`config.mk`:
```
export PLATFORM = sky130hd
export DESIGN_NAME = spi_master_byte_controller_core
export DESIGN_NICKNAME = d
export VERILOG_FILES = /design/src/rtl/spimbc_pkg.sv /design/src/rtl/spi_master_byte_controller_core.sv /design/src/rtl/spimbc_cfg.sv /design/src/rtl/spimbc_core.sv /design/src/rtl/spimbc_out.sv
export SDC_FILE = /design/constraint.sdc
export NUM_CORES = 1
export LEC_CHECK = 0
export BUFFER_PORTS_ARGS = -buffer_cell sky130_fd_sc_hd__buf_2
export CORE_ASPECT_RATIO = 1.25
export CORE_MARGIN = 5
export CORE_UTILIZATION = 25
export CTS_CLUSTER_SIZE = 40
export DETAILED_ROUTE_END_ITERATION = 7
export PLACE_DENSITY = 0.43
export SLEW_MARGIN = 20
export SYNTH_ARGS = -nofsm -noshare
export SYNTH_HDL_FRONTEND = slang
export SYNTH_HIERARCHICAL = 1
export SYNTH_SLANG_ARGS = --single-unit
```
`constraint.sdc`:
```
create_clock -name aclk -period 3.3 [get_ports aclk]
set_input_delay 0.66 -clock aclk [delete_from_list [all_inputs] [get_ports aclk]]
set_output_delay 0.66 -clock aclk [all_outputs]
set_load 0.01 [all_outputs]
```
`src/rtl/spimbc_pkg.sv`:
```
// shared types and constants of the spi master byte controller
package spimbc_pkg;

    localparam int BYTE_W     = 8;   // width of write_byte and read_byte
    localparam int PRESC_W    = 8;   // prescaler and tick counter width
    localparam int CFG_ADDR_W = 3;
    localparam int CFG_DATA_W = 8;
    localparam int S_TDATA_W  = 16;
    localparam int M_TDATA_W  = 16;
    localparam int CMD_W      = 2;

    // configuration register indexes
    localparam logic [CFG_ADDR_W-1:0] REG_ENABLE    = 3'd0;
    localparam logic [CFG_ADDR_W-1:0] REG_CPOL      = 3'd1;
    localparam logic [CFG_ADDR_W-1:0] REG_CPHA      = 3'd2;
    localparam logic [CFG_ADDR_W-1:0] REG_IRQ_EN    = 3'd3;
    localparam logic [CFG_ADDR_W-1:0] REG_PRESCALER = 3'd4;

    // status byte bit positions
    localparam int STAT_READY_BIT = 0;
    localparam int STAT_BUSY_BIT  = 1;

    typedef enum logic [CMD_W-1:0] {
        CMD_TICK   = 2'd0,
        CMD_WRITE  = 2'd1,
        CMD_READ   = 2'd2,
        CMD_STATUS = 2'd3
    } cmd_t;

    typedef struct packed {
        logic               enable;
        logic               cpol;
        logic               cpha;
        logic               irq_en;
        logic [PRESC_W-1:0] prescaler;
    } cfg_t;

    // polarity write taken while idle, moves sclk to the new idle level
    typedef struct packed {
        logic pol_wr;
        logic pol_val;
    } cfg_evt_t;

    typedef struct packed {
        logic              irq;
        logic              busy;
        logic              ready;
        logic [BYTE_W-1:0] read_byte;
        logic              mosi;
        logic              sclk;
    } res_t;

endpackage

```
`src/rtl/spi_master_byte_controller_core.sv`:
```
// top level of the spi master byte controller, modes 0 to 3, msb first
//
// input channel s_*: one item per command; s_tuser carries the command
// (tick, write transmit word, read receive word, read status), s_tdata the
// transmit byte and the miso level sampled for this tick
// result channel m_*: exactly one item per input item, carrying sclk, mosi,
// the read byte, ready, busy and the end-of-exchange interrupt pulse
// the result of an item is registered and presented in the cycle after it is accepted
// throughput: one item per cycle while results are taken; the state update and the result
// register load happen in the same cycle, so ticks stream at full clock rate
// stall: s_tready drops only while the result register holds an item that
// m_tready has not taken; accepted items are never lost or repeated
// reset (aresetn low, synchronous): exchange idle, sclk low, all config zero
// config: cfg_we writes register cfg_addr (enable, cpol, cpha, irq enable,
// prescaler); cpol/cpha writes are ignored during an exchange
// one spi bit lasts 2*(prescaler+1) tick items
module spi_master_byte_controller_core
    import spimbc_pkg::*;
#(
    parameter int WORD_BITS    = 8,
    parameter int PRESCALE_MAX = 255
) (
    input  logic                  aclk,
    input  logic                  aresetn,
    // configuration write port
    input  logic                  cfg_we,
    input  logic [CFG_ADDR_W-1:0] cfg_addr,
    input  logic [CFG_DATA_W-1:0] cfg_wdata,
    // input items
    input  logic                  s_tvalid,
    output logic                  s_tready,
    input  logic [S_TDATA_W-1:0]  s_tdata,   // [7:0] write_byte, [8] miso_in, rest zero
    input  logic [CMD_W-1:0]      s_tuser,   // [1:0] command
    // result items
    output logic                  m_tvalid,
    input  logic                  m_tready,
    output logic [M_TDATA_W-1:0]  m_tdata    // [0] sclk_out, [1] mosi_out, [9:2] read_byte,
                                             // [10] transfer_ready, [11] busy_res,
                                             // [12] irq_pulse, rest zero
);

    cfg_t     cfg;
    cfg_evt_t evt;
    res_t     res;
    logic     busy;
    logic     accept;
    logic     out_free;
    cmd_t     cmd;

    assign cmd      = cmd_t'(s_tuser);
    assign s_tready = out_free;
    assign accept   = s_tvalid && out_free;

    // register bank; polarity/phase writes are blocked while an exchange runs
    spimbc_cfg #(
        .PRESCALE_MAX (PRESCALE_MAX)
    ) u_cfg (
        .aclk      (aclk),
        .aresetn   (aresetn),
        .cfg_we    (cfg_we),
        .cfg_addr  (cfg_addr),
        .cfg_wdata (cfg_wdata),
        .busy      (busy),
        .cfg       (cfg),
        .evt       (evt)
    );

    // exchange state, advanced once per accepted item
    spimbc_core #(
        .WORD_BITS (WORD_BITS)
    ) u_core (
        .aclk       (aclk),
        .aresetn    (aresetn),
        .accept     (accept),
        .cmd        (cmd),
        .write_byte (s_tdata[BYTE_W-1:0]),
        .miso_in    (s_tdata[BYTE_W]),
        .cfg        (cfg),
        .evt        (evt),
        .busy       (busy),
        .res        (res)
    );

    // result register, loaded with the post-update view of the state
    spimbc_out u_out (
        .aclk     (aclk),
        .aresetn  (aresetn),
        .load     (accept),
        .res      (res),
        .m_tready (m_tready),
        .m_tvalid (m_tvalid),
        .m_tdata  (m_tdata),
        .free     (out_free)
    );

    // an interrupt item always reports a finished, idle exchange
    a_irq_done: assert property (@(posedge aclk) disable iff (!aresetn)
        m_tvalid && m_tdata[12] |-> m_tdata[10] && !m_tdata[11])
        else $error("irq item without ready or with busy");

    // an exchange only starts on an accepted write item
    a_start_on_write: assert property (@(posedge aclk) disable iff (!aresetn)
        $rose(busy) |-> $past(accept && cmd == CMD_WRITE && cfg.enable))
        else $error("exchange started without an accepted write");

    // ready and busy never stand together in a result
    a_ready_busy: assert property (@(posedge aclk) disable iff (!aresetn)
        m_tvalid |-> !(m_tdata[10] && m_tdata[11]))
        else $error("result shows ready and busy together");

    // every accepted item leaves a result in the register
    a_result_loaded: assert property (@(posedge aclk) disable iff (!aresetn)
        accept |=> m_tvalid)
        else $error("accepted item produced no result");

endmodule

```
`src/rtl/spimbc_cfg.sv`:
```
// configuration register bank of the spi master byte controller
module spimbc_cfg
    import spimbc_pkg::*;
#(
    parameter int PRESCALE_MAX = 255
) (
    input  logic                  aclk,
    input  logic                  aresetn,
    input  logic                  cfg_we,
    input  logic [CFG_ADDR_W-1:0] cfg_addr,
    input  logic [CFG_DATA_W-1:0] cfg_wdata,
    input  logic                  busy,
    output cfg_t                  cfg,
    output cfg_evt_t              evt
);

    cfg_t cfg_reg, cfg_next;
    logic [PRESC_W-1:0] presc_sat;

    // clamp the prescaler to the supported maximum
    always_comb begin
        if (32'(cfg_wdata) > PRESCALE_MAX) begin
            presc_sat = PRESC_W'(PRESCALE_MAX);
        end else begin
            presc_sat = PRESC_W'(cfg_wdata);
        end
    end

    always_comb begin
        cfg_next    = cfg_reg;
        evt.pol_wr  = 1'b0;
        evt.pol_val = cfg_wdata[0];
        if (cfg_we) begin
            unique case (cfg_addr)
                REG_ENABLE: begin
                    cfg_next.enable = cfg_wdata[0];
                end
                REG_CPOL: begin
                    if (!busy) begin
                        cfg_next.cpol = cfg_wdata[0];
                        evt.pol_wr    = 1'b1;
                    end
                end
                REG_CPHA: begin
                    if (!busy) cfg_next.cpha = cfg_wdata[0];
                end
                REG_IRQ_EN: begin
                    cfg_next.irq_en = cfg_wdata[0];
                end
                REG_PRESCALER: begin
                    cfg_next.prescaler = presc_sat;
                end
                default: begin
                    cfg_next = cfg_reg;
                end
            endcase
        end
    end

    always_ff @(posedge aclk) begin
        if (!aresetn) begin
            cfg_reg <= '0;
        end else begin
            cfg_reg <= cfg_next;
        end
    end

    assign cfg = cfg_reg;

endmodule

```
`src/rtl/spimbc_core.sv`:
```
// bit timing, shifter and status state of the spi master byte controller
module spimbc_core
    import spimbc_pkg::*;
#(
    parameter int WORD_BITS = 8
) (
    input  logic              aclk,
    input  logic              aresetn,
    input  logic              accept,
    input  cmd_t              cmd,
    input  logic [BYTE_W-1:0] write_byte,
    input  logic              miso_in,
    input  cfg_t              cfg,
    input  cfg_evt_t          evt,
    output logic              busy,
    output res_t              res
);

    localparam int BCNT_W = $clog2(WORD_BITS);
    localparam logic [BCNT_W-1:0] LAST_BIT = BCNT_W'(WORD_BITS - 1);

    logic [WORD_BITS-1:0] shift_reg, shift_next;
    logic [WORD_BITS-1:0] hold_reg, hold_next;
    logic [BCNT_W-1:0]    bcnt_reg, bcnt_next;
    logic [PRESC_W-1:0]   tick_reg, tick_next;
    logic                 sclk_reg, sclk_next;
    logic                 half_reg, half_next;
    logic                 active_reg, active_next;
    logic                 done_reg, done_next;
    logic                 leading;
    logic                 irq;
    logic [BYTE_W-1:0]    rd;

    assign leading = (sclk_reg == cfg.cpol);

    always_comb begin
        shift_next  = shift_reg;
        hold_next   = hold_reg;
        bcnt_next   = bcnt_reg;
        tick_next   = tick_reg;
        sclk_next   = sclk_reg;
        half_next   = half_reg;
        active_next = active_reg;
        done_next   = done_reg;
        irq         = 1'b0;
        rd          = '0;
        if (accept) begin
            unique case (cmd)
                CMD_TICK: begin
                    if (active_reg) begin
                        if (tick_reg >= cfg.prescaler) begin
                            tick_next = '0;
                            sclk_next = ~sclk_reg;
                            if (leading) begin
                                if (!cfg.cpha) begin
                                    half_next = miso_in;
                                end else if (bcnt_reg != '0) begin
                                    shift_next = {shift_reg[WORD_BITS-2:0], half_reg};
                                end
                            end else begin
                                if (!cfg.cpha) begin
                                    shift_next = {shift_reg[WORD_BITS-2:0], half_reg};
                                end else begin
                                    half_next = miso_in;
                                    if (bcnt_reg == LAST_BIT) begin
                                        shift_next = {shift_reg[WORD_BITS-2:0], miso_in};
                                    end
                                end
                                bcnt_next = bcnt_reg + 1'b1;
                                // trailing edge of the last bit ends the exchange
                                if (bcnt_reg == LAST_BIT) begin
                                    hold_next   = shift_next;
                                    active_next = 1'b0;
                                    done_next   = 1'b1;
                                    bcnt_next   = '0;
                                    sclk_next   = cfg.cpol;
                                    irq         = cfg.irq_en;
                                end
                            end
                        end else begin
                            tick_next = tick_reg + 1'b1;
                        end
                    end
                end
                CMD_WRITE: begin
                    if (cfg.enable && !active_reg) begin
                        shift_next  = WORD_BITS'(write_byte);
                        bcnt_next   = '0;
                        tick_next   = '0;
                        half_next   = 1'b0;
                        sclk_next   = cfg.cpol;
                        active_next = 1'b1;
                        done_next   = 1'b0;
                    end
                end
                CMD_READ: begin
                    rd = BYTE_W'(hold_reg);
                end
                CMD_STATUS: begin
                    rd[STAT_READY_BIT] = done_reg;
                    rd[STAT_BUSY_BIT]  = active_reg;
                end
                default: begin
                    rd = '0;
                end
            endcase
        end
        if (evt.pol_wr) sclk_next = evt.pol_val;
    end

    always_ff @(posedge aclk) begin
        if (!aresetn) begin
            shift_reg  <= '0;
            hold_reg   <= '0;
            bcnt_reg   <= '0;
            tick_reg   <= '0;
            sclk_reg   <= 1'b0;
            half_reg   <= 1'b0;
            active_reg <= 1'b0;
            done_reg   <= 1'b0;
        end else begin
            shift_reg  <= shift_next;
            hold_reg   <= hold_next;
            bcnt_reg   <= bcnt_next;
            tick_reg   <= tick_next;
            sclk_reg   <= sclk_next;
            half_reg   <= half_next;
            active_reg <= active_next;
            done_reg   <= done_next;
        end
    end

    assign busy          = active_reg;
    assign res.sclk      = sclk_next;
    assign res.mosi      = active_next & shift_next[WORD_BITS-1];
    assign res.read_byte = rd;
    assign res.ready     = done_next;
    assign res.busy      = active_next;
    assign res.irq       = irq;

endmodule

```
`src/rtl/spimbc_out.sv`:
```
// result register of the spi master byte controller
module spimbc_out
    import spimbc_pkg::*;
(
    input  logic                 aclk,
    input  logic                 aresetn,
    input  logic                 load,
    input  res_t                 res,
    input  logic                 m_tready,
    output logic                 m_tvalid,
    output logic [M_TDATA_W-1:0] m_tdata,
    output logic                 free
);

    localparam int PAD_W = M_TDATA_W - $bits(res_t);

    logic valid_reg, valid_next;
    res_t data_reg;

    // the register is free when empty or being drained this cycle
    assign free = !valid_reg || m_tready;

    always_comb begin
        valid_next = valid_reg;
        if (load) begin
            valid_next = 1'b1;
        end else if (m_tready) begin
            valid_next = 1'b0;
        end
    end

    always_ff @(posedge aclk) begin
        if (!aresetn) begin
            valid_reg <= 1'b0;
        end else begin
            valid_reg <= valid_next;
        end
    end

    always_ff @(posedge aclk) begin
        if (load) data_reg <= res;
    end

    assign m_tvalid = valid_reg;
    assign m_tdata  = {{PAD_W{1'b0}}, data_reg};

endmodule
```
==> metrics.txt, run 1 <==
# TYPE chip_impl_metric gauge
chip_impl_metric{name="floorplan_die_height",unit="um"} 132.3
chip_impl_metric{name="internal-power",unit="mW"} 1.373
chip_impl_info{name="hold_end",value="u_cfg/cfg[8]$_SDFFE_PN0P_"} 1
chip_impl_metric{name="placementRows",unit=""} 44
chip_impl_info{name="layout_commonest_cell",value="dfxtp_1"} 1
chip_impl_metric{name="dr.pass1.iters",unit=""} 4
chip_impl_info{name="worst_hold_path_type",value="reg2reg"} 1
chip_impl_metric{name="min_path_cells",unit=""} 2
chip_impl_metric{name="min_period",unit="ns"} 2.455
chip_impl_info{name="critical_path.endpoint_type",value="flop"} 1
chip_impl_metric{name="cts.repair.resized",unit=""} 0
chip_impl_metric{name="cp_slowest_stage_delay",unit="ns"} 0.42
chip_impl_metric{name="core_region_area",unit="um2"} 11670
chip_impl_metric{name="max-clock-path-buffers",unit=""} 2
chip_impl_metric{name="report.final.slew_viol_count",unit=""} 0
chip_impl_info{name="r2r_start",value="u_core/tick_reg[0]$_SDFFE_PN0P_"} 1
chip_impl_metric{name="power.combinational.fraction",unit="%"} 6.5
chip_impl_metric{name="synth.distinct_cells",unit=""} 59
chip_impl_metric{name="clock_insertion_delay_worst_skew",unit="ns"} 0.32
chip_impl_metric{name="cp.required",unit="ns"} 3.51
chip_impl_metric{name="total_standard_cell_area_after_synthesis",unit="um2"} 2990
chip_impl_metric{name="place_ws",unit="ns"} 0.6954
chip_impl_metric{name="peakVddDrop",unit="mV"} 0.1958
chip_impl_metric{name="first_global_vias",unit=""} 2225
chip_impl_info{name="cells_along_the_critical_path",value="inv_1 > ha_1 > nand2b_4 > a2111o_1 > a21o_2 > and3_1 > a21o_2 > and2_1"} 1
chip_impl_info{name="cts_tree",value="built"} 1
chip_impl_metric{name="gr-usage-met2",unit="%"} 16.91
chip_impl_metric{name="r2r_setup_slack",unit="ns"} 0.85
chip_impl_metric{name="timing.final.setup_violations",unit=""} 0
chip_impl_info{name="root_driver",value="clkbuf_16"} 1
chip_impl_info{name="netlist.top_cell.by_area",value="dfxtp_1"} 1
chip_impl_info{name="crit_slowest_cell",value="a2111o_1"} 1
chip_impl_metric{name="finalSetupTns",unit="ns"} 0
chip_impl_info{name="post_synth_main_area_contributors",value="dfxtp_1, edfxtp_1, mux2i_1"} 1
chip_impl_metric{name="fin_nets",unit=""} 398
chip_impl_metric{name="num_vias",unit=""} 2310
chip_impl_metric{name="place_hpwl",unit="um"} 5052
chip_impl_metric{name="groute.usage.overall",unit="%"} 9.802
chip_impl_info{name="grt_most_used_layer",value="met2"} 1
chip_impl_info{name="hold_path_startpoint",value="u_cfg/cfg[8]$_SDFFE_PN0P_"} 1
chip_impl_metric{name="design.portCount",unit=""} 52
chip_impl_metric{name="post_synthesis_async_set_or_reset_flop_share",unit="%"} 0
chip_impl_info{name="unrepaired_setup_endpoints_after_global_routing",value="no"} 1
chip_impl_metric{name="power.density_cell_area",unit="nW/um2"} 484.1
chip_impl_metric{name="net-switching-power",unit="uW"} 373.4
chip_impl_metric{name="fmax",unit="MHz"} 407.3
chip_impl_metric{name="avgRoutedWirePerCell",unit="um"} 12.93
chip_impl_metric{name="synth-edff-count",unit=""} 13
chip_impl_metric{name="grt_antenna_before_repair",unit=""} 1
chip_impl_metric{name="tritoncts_num_sinks",unit=""} 57
chip_impl_metric{name="drt-initial-drc-count",unit=""} 68
chip_impl_metric{name="clkSlewWorstSetupHoldPaths",unit="ns"} 0.05
chip_impl_info{name="critical_path.reg2reg.endpoint",value="u_core/done_reg$_SDFF_PN0_"} 1
chip_impl_metric{name="multi_input_area",unit="um2"} 1538
chip_impl_metric{name="grt.overflow.total",unit=""} 0
chip_impl_info{name="cp-start-kind",value="flop"} 1
chip_impl_metric{name="gp_congestion",unit=""} 0.7432
chip_impl_metric{name="antenna_left",unit=""} 0
chip_impl_metric{name="synth_cells",unit=""} 312
chip_impl_metric{name="drt_drc_violations_left",unit=""} 0
chip_impl_metric{name="power.switching_fraction",unit="%"} 21.38
chip_impl_metric{name="min_period_over_period",unit="%"} 74.39
chip_impl_metric{name="slew_headroom",unit="%"} 60.92
chip_impl_metric{name="dieArea",unit="um2"} 14260
chip_impl_metric{name="synth.yosys.warnings",unit=""} 6
chip_impl_metric{name="post_cts_hold_buffer_count",unit=""} 0
chip_impl_metric{name="clock_power_share",unit="%"} 51.4
chip_impl_info{name="synth_flop_cell",value="dfxtp_1"} 1
chip_impl_metric{name="htree_levels",unit=""} 3
chip_impl_metric{name="hold_viol_final",unit=""} 0
chip_impl_info{name="mostFrequentLayoutCells",value="dfxtp_1, buf_2, nor2_1, mux2i_1, o21ai_0"} 1
chip_impl_metric{name="flip_flop_count_of_the_largest_register_after_layout",unit=""} 13
chip_impl_metric{name="cts_made_buffers",unit=""} 9
chip_impl_metric{name="layout-area-overhead-vs-synth",unit="%"} 20.63
chip_impl_metric{name="power.leakage",unit="nW"} 1.344
chip_impl_metric{name="final.fill_count",unit=""} 1262
chip_impl_metric{name="setup_ws",unit="ns"} 0.8451
chip_impl_metric{name="die_x",unit="um"} 107.8
chip_impl_metric{name="cp_max_fo",unit=""} 17
chip_impl_metric{name="regArea",unit="um2"} 1271
chip_impl_info{name="outcome",value="completed"} 1
chip_impl_metric{name="worstMarginPinSlew",unit="ns"} 0.5863
chip_impl_metric{name="post_route_cells_drive_above_1_share",unit="%"} 20.73
chip_impl_metric{name="postSynthAreaPerCell",unit="um2"} 9.585
chip_impl_metric{name="grt_start_max_net_pins",unit=""} 28
chip_impl_metric{name="synth.top_cell.area_share",unit="%"} 29.46
chip_impl_metric{name="ys_seq_elements",unit=""} 57
chip_impl_info{name="worst-setup-path-type",value="reg2reg"} 1
chip_impl_info{name="crit_top_cell",value="a21o_2"} 1
chip_impl_metric{name="critical_path.n_buffers_inverters",unit=""} 1
chip_impl_metric{name="finClkSkew",unit="ns"} 0.005456
chip_impl_metric{name="cp_data_arrival_time",unit="ns"} 2.67
chip_impl_metric{name="port_buffers",unit=""} 41
chip_impl_metric{name="grt_pass1_wl",unit="um"} 10980
chip_impl_metric{name="drt-vias-per-instance",unit=""} 4.459
chip_impl_metric{name="cts_setup_buffers",unit=""} 0
chip_impl_metric{name="antenna-diode-count",unit=""} 0
chip_impl_metric{name="groute.layer.met1.usage",unit="%"} 10.76
chip_impl_info{name="worst_path_dominant_cell_family",value="compound AO/OA/AOI/OAI gates"} 1
chip_impl_metric{name="seq_area_frac_synth",unit="%"} 42.51
chip_impl_metric{name="seqPwrFrac",unit="%"} 42.1
chip_impl_metric{name="reg2regPathDepth",unit=""} 8
chip_impl_metric{name="maxCapViolations",unit=""} 0
chip_impl_metric{name="route.final.wire_length",unit="um"} 6697
chip_impl_metric{name="initial_utilization",unit="%"} 25.62
chip_impl_metric{name="use_met3",unit="%"} 2.989
chip_impl_info{name="crit_path_start",value="u_core/tick_reg[0]$_SDFFE_PN0P_"} 1
worst max-delay path by stage:
stage | slack, ns | to | depth (start not counted)
after floorplan | 0.69 | u_out/m_tdata[12]$_DFFE_PP_ | 10
after global placement | 0.74 | u_core/hold_reg[0]$_SDFFE_PN0P_ | 9
after detailed placement | 0.70 | u_core/hold_reg[4]$_SDFFE_PN0P_ | 9
after CTS | 0.81 | u_core/done_reg$_SDFF_PN0_ | 8
after global routing | 0.69 | u_out/m_tdata[12]$_DFFE_PP_ | 7
final | 0.85 | u_core/done_reg$_SDFF_PN0_ | 8
layout make-up:
class | instances | area share, %
inverter | 15 | 1.561
tap | 161 | 5.584
clock inverter | 4 | 1.214
sequential | 57 | 35.24
multi-input combinational | 222 | 42.63
timing repair buffer | 47 | 6.937
clock buffer | 12 | 6.833
worst register-to-register path, cell delays in order (launching register included):
cell      delay (ns)
dfxtp_1         0.39
inv_1           0.06
ha_1            0.26
nand2b_4        0.13
a2111o_1        0.42
a21o_2          0.27
and3_1          0.39
a21o_2          0.28
and2_1          0.14
logic make-up (layout without fill, tap and decap cells):
family,after synthesis,after routing,share of synthesized area [%]
other cells,1,3,0.1254
buf+inv,35,78,6.317
compound gates,72,72,16.11
mux,23,23,7.699
flops,57,57,42.51
fa+ha+maj,12,12,5.021
simple gates,103,103,19.33
xor+xnor,9,9,2.887
synth_stat cells (2+ instances only):
cell,n
nor2_1,27
nand2b_1,6
a22o_1,2
nand3_1,6
a21o_2,2
a21oi_1,16
xnor2_1,4
nand4_1,6
mux2i_1,23
xor2_1,4
a22oi_1,6
o31ai_1,2
dfxtp_1,44
nor2b_1,10
a211oi_1,8
inv_1,15
and3_1,2
buf_2,4
ha_1,12
o21ai_0,18
nand2b_4,2
buf_4,9
a31oi_1,3
nand2_1,15
edfxtp_1,13
clkbuf_1,4
a2bb2oi_1,6
and2_1,12
per-layer routing:
metal / vias up / routed length (um) / share of wire, %
li1: 1186 / - / -
met1: 1069 / 2833 / 42
met2: 39 / 3405 / 51
met3: 14 / 299 / 4.5
met4: 2 / 152 / 2.3
met5: - / 7 / 0.10
through the flow:
| step | cells | hold slack (ns) | power, mW | cell area, um2 | util (%) |
|---|---|---|---|---|---|
| CTS | 518 | 0.4779 | 1.787 | 3607 | 30.91 |
| global route | 518 | 0.5123 | 1.826 | 3607 | 30.91 |
| detailed placement | 502 | 0.4660 | 0.8655 | 3317 | 28.42 |
| global placement | 502 | 0.4667 | 0.8642 | 3317 | 28.42 |
| floorplan | 314 | 0.4352 | 0.8206 | 2998 | - |
| finish | 518 | 0.4728 | 1.746 | 3607 | 30.91 |
power groups by stage:
stage | Clock, mW | Sequential [mW] | Combinational (mW)
6_report | 0.897 | 0.736 | 0.113
3_3_place_gp | 0 | 0.749 | 0.115
2_1_floorplan | 0 | 0.753 | 0.0672
5_1_grt | 0.963 | 0.736 | 0.126
3_5_place_dp | 0 | 0.750 | 0.116
4_1_cts | 0.935 | 0.736 | 0.116
No activity file was read; power rests on OpenSTA's default activity.
==> inputs of run 2 (changes only) <==
- clock period: 3.3 -> 2.53 ns (I/O delays scaled with it)
==> metrics.txt, run 2 (synthesis gave the netlist of run 1 again) <==
# TYPE chip_impl_metric gauge
chip_impl_metric{name="max-clock-path-buffers",unit=""} 2
chip_impl_metric{name="maxCapViolations",unit=""} 0
chip_impl_metric{name="placed_area",unit="um2"} 3332
chip_impl_metric{name="report.final.slew_viol_count",unit=""} 0
chip_impl_info{name="worst_hold_path_type",value="in2reg"} 1
chip_impl_metric{name="critical_path.n_buffers_inverters",unit=""} 2
chip_impl_metric{name="setup_ws",unit="ns"} 0.2241
chip_impl_metric{name="reg2regPathDepth",unit=""} 9
chip_impl_metric{name="first_global_vias",unit=""} 2308
chip_impl_info{name="worstSetupEndpoint",value="u_core/hold_reg[0]$_SDFFE_PN0P_"} 1
chip_impl_info{name="root_driver",value="clkbuf_16"} 1
chip_impl_metric{name="report.power.total",unit="mW"} 2.180
chip_impl_metric{name="clock_power_share",unit="%"} 49.2
chip_impl_metric{name="finish.cell_count_without_fillers",unit=""} 520
chip_impl_metric{name="die_x",unit="um"} 107.8
chip_impl_metric{name="placementRows",unit=""} 44
chip_impl_metric{name="route.final.wire_length",unit="um"} 6859
chip_impl_metric{name="cts.repair.resized",unit=""} 0
chip_impl_metric{name="peakVddDrop",unit="mV"} 0.3132
chip_impl_metric{name="power.density_cell_area",unit="nW/um2"} 605.7
chip_impl_metric{name="utilization",unit="%"} 30.83
chip_impl_metric{name="drt_drc_violations_left",unit=""} 0
chip_impl_metric{name="htree_levels",unit=""} 3
chip_impl_metric{name="worst_hold_slack",unit="ns"} 0.4305
chip_impl_info{name="cts_tree",value="built"} 1
chip_impl_metric{name="groute.usage.overall",unit="%"} 10.12
chip_impl_metric{name="dieArea",unit="um2"} 14260
chip_impl_metric{name="clock_insertion_delay_worst_skew",unit="ns"} 0.33
chip_impl_metric{name="cp.depth",unit=""} 9
chip_impl_metric{name="final.fill_count",unit=""} 1263
chip_impl_metric{name="layout-area-overhead-vs-synth",unit="%"} 20.33
chip_impl_metric{name="grt_pass1_wl",unit="um"} 11250
chip_impl_metric{name="final_area",unit="um2"} 3598
chip_impl_metric{name="cp_slowest_stage_delay",unit="ns"} 0.41
chip_impl_metric{name="power.leakage",unit="nW"} 1.351
chip_impl_info{name="critical_path.endpoint_type",value="flop"} 1
chip_impl_metric{name="power.combinational.fraction",unit="%"} 6.8
chip_impl_metric{name="seqPwrFrac",unit="%"} 44.0
chip_impl_metric{name="slew_headroom",unit="%"} 64.71
chip_impl_metric{name="antenna_left",unit=""} 0
chip_impl_metric{name="multi_input_area",unit="um2"} 1539
chip_impl_metric{name="initial_utilization",unit="%"} 25.62
chip_impl_metric{name="design.portCount",unit=""} 52
chip_impl_metric{name="regArea",unit="um2"} 1271
chip_impl_metric{name="drt-vias-per-instance",unit=""} 4.469
chip_impl_metric{name="tritoncts_num_sinks",unit=""} 57
chip_impl_metric{name="cts_setup_buffers",unit=""} 0
chip_impl_metric{name="cp.required",unit="ns"} 2.72
chip_impl_metric{name="flip_flop_count_of_the_largest_register_after_layout",unit=""} 13
chip_impl_info{name="unrepaired_setup_endpoints_after_global_routing",value="no"} 1
chip_impl_metric{name="post_route_cells_drive_above_1_share",unit="%"} 21.45
chip_impl_metric{name="place_hpwl",unit="um"} 5099
chip_impl_info{name="worst_path_dominant_cell_family",value="compound AO/OA/AOI/OAI gates"} 1
chip_impl_metric{name="gp_congestion",unit=""} 0.7543
chip_impl_metric{name="fin_nets",unit=""} 400
chip_impl_info{name="cp-start-kind",value="flop"} 1
chip_impl_metric{name="min_period_over_period",unit="%"} 91.14
chip_impl_metric{name="post_cts_hold_buffer_count",unit=""} 0
chip_impl_metric{name="r2r_setup_slack",unit="ns"} 0.22
chip_impl_metric{name="floorplan_die_height",unit="um"} 132.3
chip_impl_info{name="layout_commonest_cell",value="dfxtp_1"} 1
chip_impl_info{name="outcome",value="completed"} 1
chip_impl_metric{name="antenna-diode-count",unit=""} 0
chip_impl_metric{name="hold_viol_final",unit=""} 0
chip_impl_info{name="cells_along_the_critical_path",value="inv_1 > ha_1 > nand2b_4 > a2111o_1 > a21o_2 > and3_1 > buf_4 > mux2i_1 > nor2_1"} 1
chip_impl_metric{name="grt_start_max_net_pins",unit=""} 28
chip_impl_metric{name="dr.pass1.iters",unit=""} 4
chip_impl_metric{name="port_buffers",unit=""} 41
chip_impl_metric{name="drt-initial-drc-count",unit=""} 83
chip_impl_metric{name="net-switching-power",unit="uW"} 491.9
chip_impl_metric{name="finClkSkew",unit="ns"} 0.007516
chip_impl_metric{name="clkSlewWorstSetupHoldPaths",unit="ns"} 0.05
chip_impl_info{name="r2r_start",value="u_core/tick_reg[0]$_SDFFE_PN0P_"} 1
chip_impl_metric{name="place_inst",unit=""} 504
chip_impl_metric{name="grt_antenna_before_repair",unit=""} 2
chip_impl_metric{name="grt.overflow.total",unit=""} 0
chip_impl_metric{name="power.switching_fraction",unit="%"} 22.57
chip_impl_metric{name="avgRoutedWirePerCell",unit="um"} 13.19
chip_impl_metric{name="core_region_area",unit="um2"} 11670
chip_impl_info{name="crit_slowest_cell",value="a2111o_1"} 1
chip_impl_info{name="crit_path_start",value="u_core/tick_reg[0]$_SDFFE_PN0P_"} 1
chip_impl_metric{name="cp_data_arrival_time",unit="ns"} 2.50
chip_impl_metric{name="finalSetupTns",unit="ns"} 0
chip_impl_metric{name="worstMarginPinSlew",unit="ns"} 0.5262
chip_impl_metric{name="min_period",unit="ns"} 2.306
chip_impl_metric{name="internal-power",unit="mW"} 1.688
chip_impl_metric{name="cp_max_fo",unit=""} 15
chip_impl_metric{name="timing.final.setup_violations",unit=""} 0
chip_impl_metric{name="cts_made_buffers",unit=""} 9
chip_impl_info{name="critical_path.reg2reg.endpoint",value="u_core/hold_reg[0]$_SDFFE_PN0P_"} 1
chip_impl_metric{name="place_ws",unit="ns"} 0.1498
chip_impl_metric{name="num_vias",unit=""} 2324
chip_impl_info{name="mostFrequentLayoutCells",value="dfxtp_1, buf_2, nor2_1, mux2i_1, o21ai_0"} 1
chip_impl_info{name="worst-setup-path-type",value="reg2reg"} 1
chip_impl_metric{name="fmax",unit="MHz"} 433.7
run 2: cell types whose count changed in the layout (fill, tap and decap cells not counted), sizes merged:
cell	change
bufinv	-1
buf	+2
clkinv	+1
run 2: metal layers:
metal	share of wire (%)	global-route usage [%]
met1	40	11.16
met3	6.2	4.067
met2	52	16.98
met5	0.20	0
met4	1.9	4.421
run 2: how the worst min path moves through the flow:
stage / cells after the start / end / startpoint / slack (ns)
after detailed placement: 2 / u_cfg/cfg[8]$_SDFFE_PN0P_ / u_cfg/cfg[8]$_SDFFE_PN0P_ / 0.47
after floorplan: 2 / u_cfg/cfg[8]$_SDFFE_PN0P_ / u_cfg/cfg[8]$_SDFFE_PN0P_ / 0.44
after global placement: 2 / u_cfg/cfg[8]$_SDFFE_PN0P_ / u_cfg/cfg[8]$_SDFFE_PN0P_ / 0.47
final: 2 / u_cfg/cfg[11]$_SDFFE_PN0P_ / cfg_addr[0] / 0.43
after global routing: 3 / u_cfg/cfg[1]$_SDFFE_PN0P_ / cfg_wdata[1] / 0.43
after CTS: 2 / u_cfg/cfg[11]$_SDFFE_PN0P_ / cfg_addr[0] / 0.42
run 2: final cells by class:
cell class	count	area share [%]
clock buffer	12	6.850
multi-input combinational	222	42.77
tap	161	5.598
clock inverter	4	0.5216
inverter	15	1.565
timing repair buffer	49	7.371
sequential	57	35.33
run 2: power groups by stage:
stage          registers, mW  logic (mW)  clock network, mW
5_1_grt                0.961       0.165               1.17
3_3_place_gp           0.977       0.149                  0
2_1_floorplan          0.983      0.0876                  0
6_report               0.960       0.148               1.07
4_1_cts                0.959       0.151               1.12
3_5_place_dp           0.978       0.150                  0
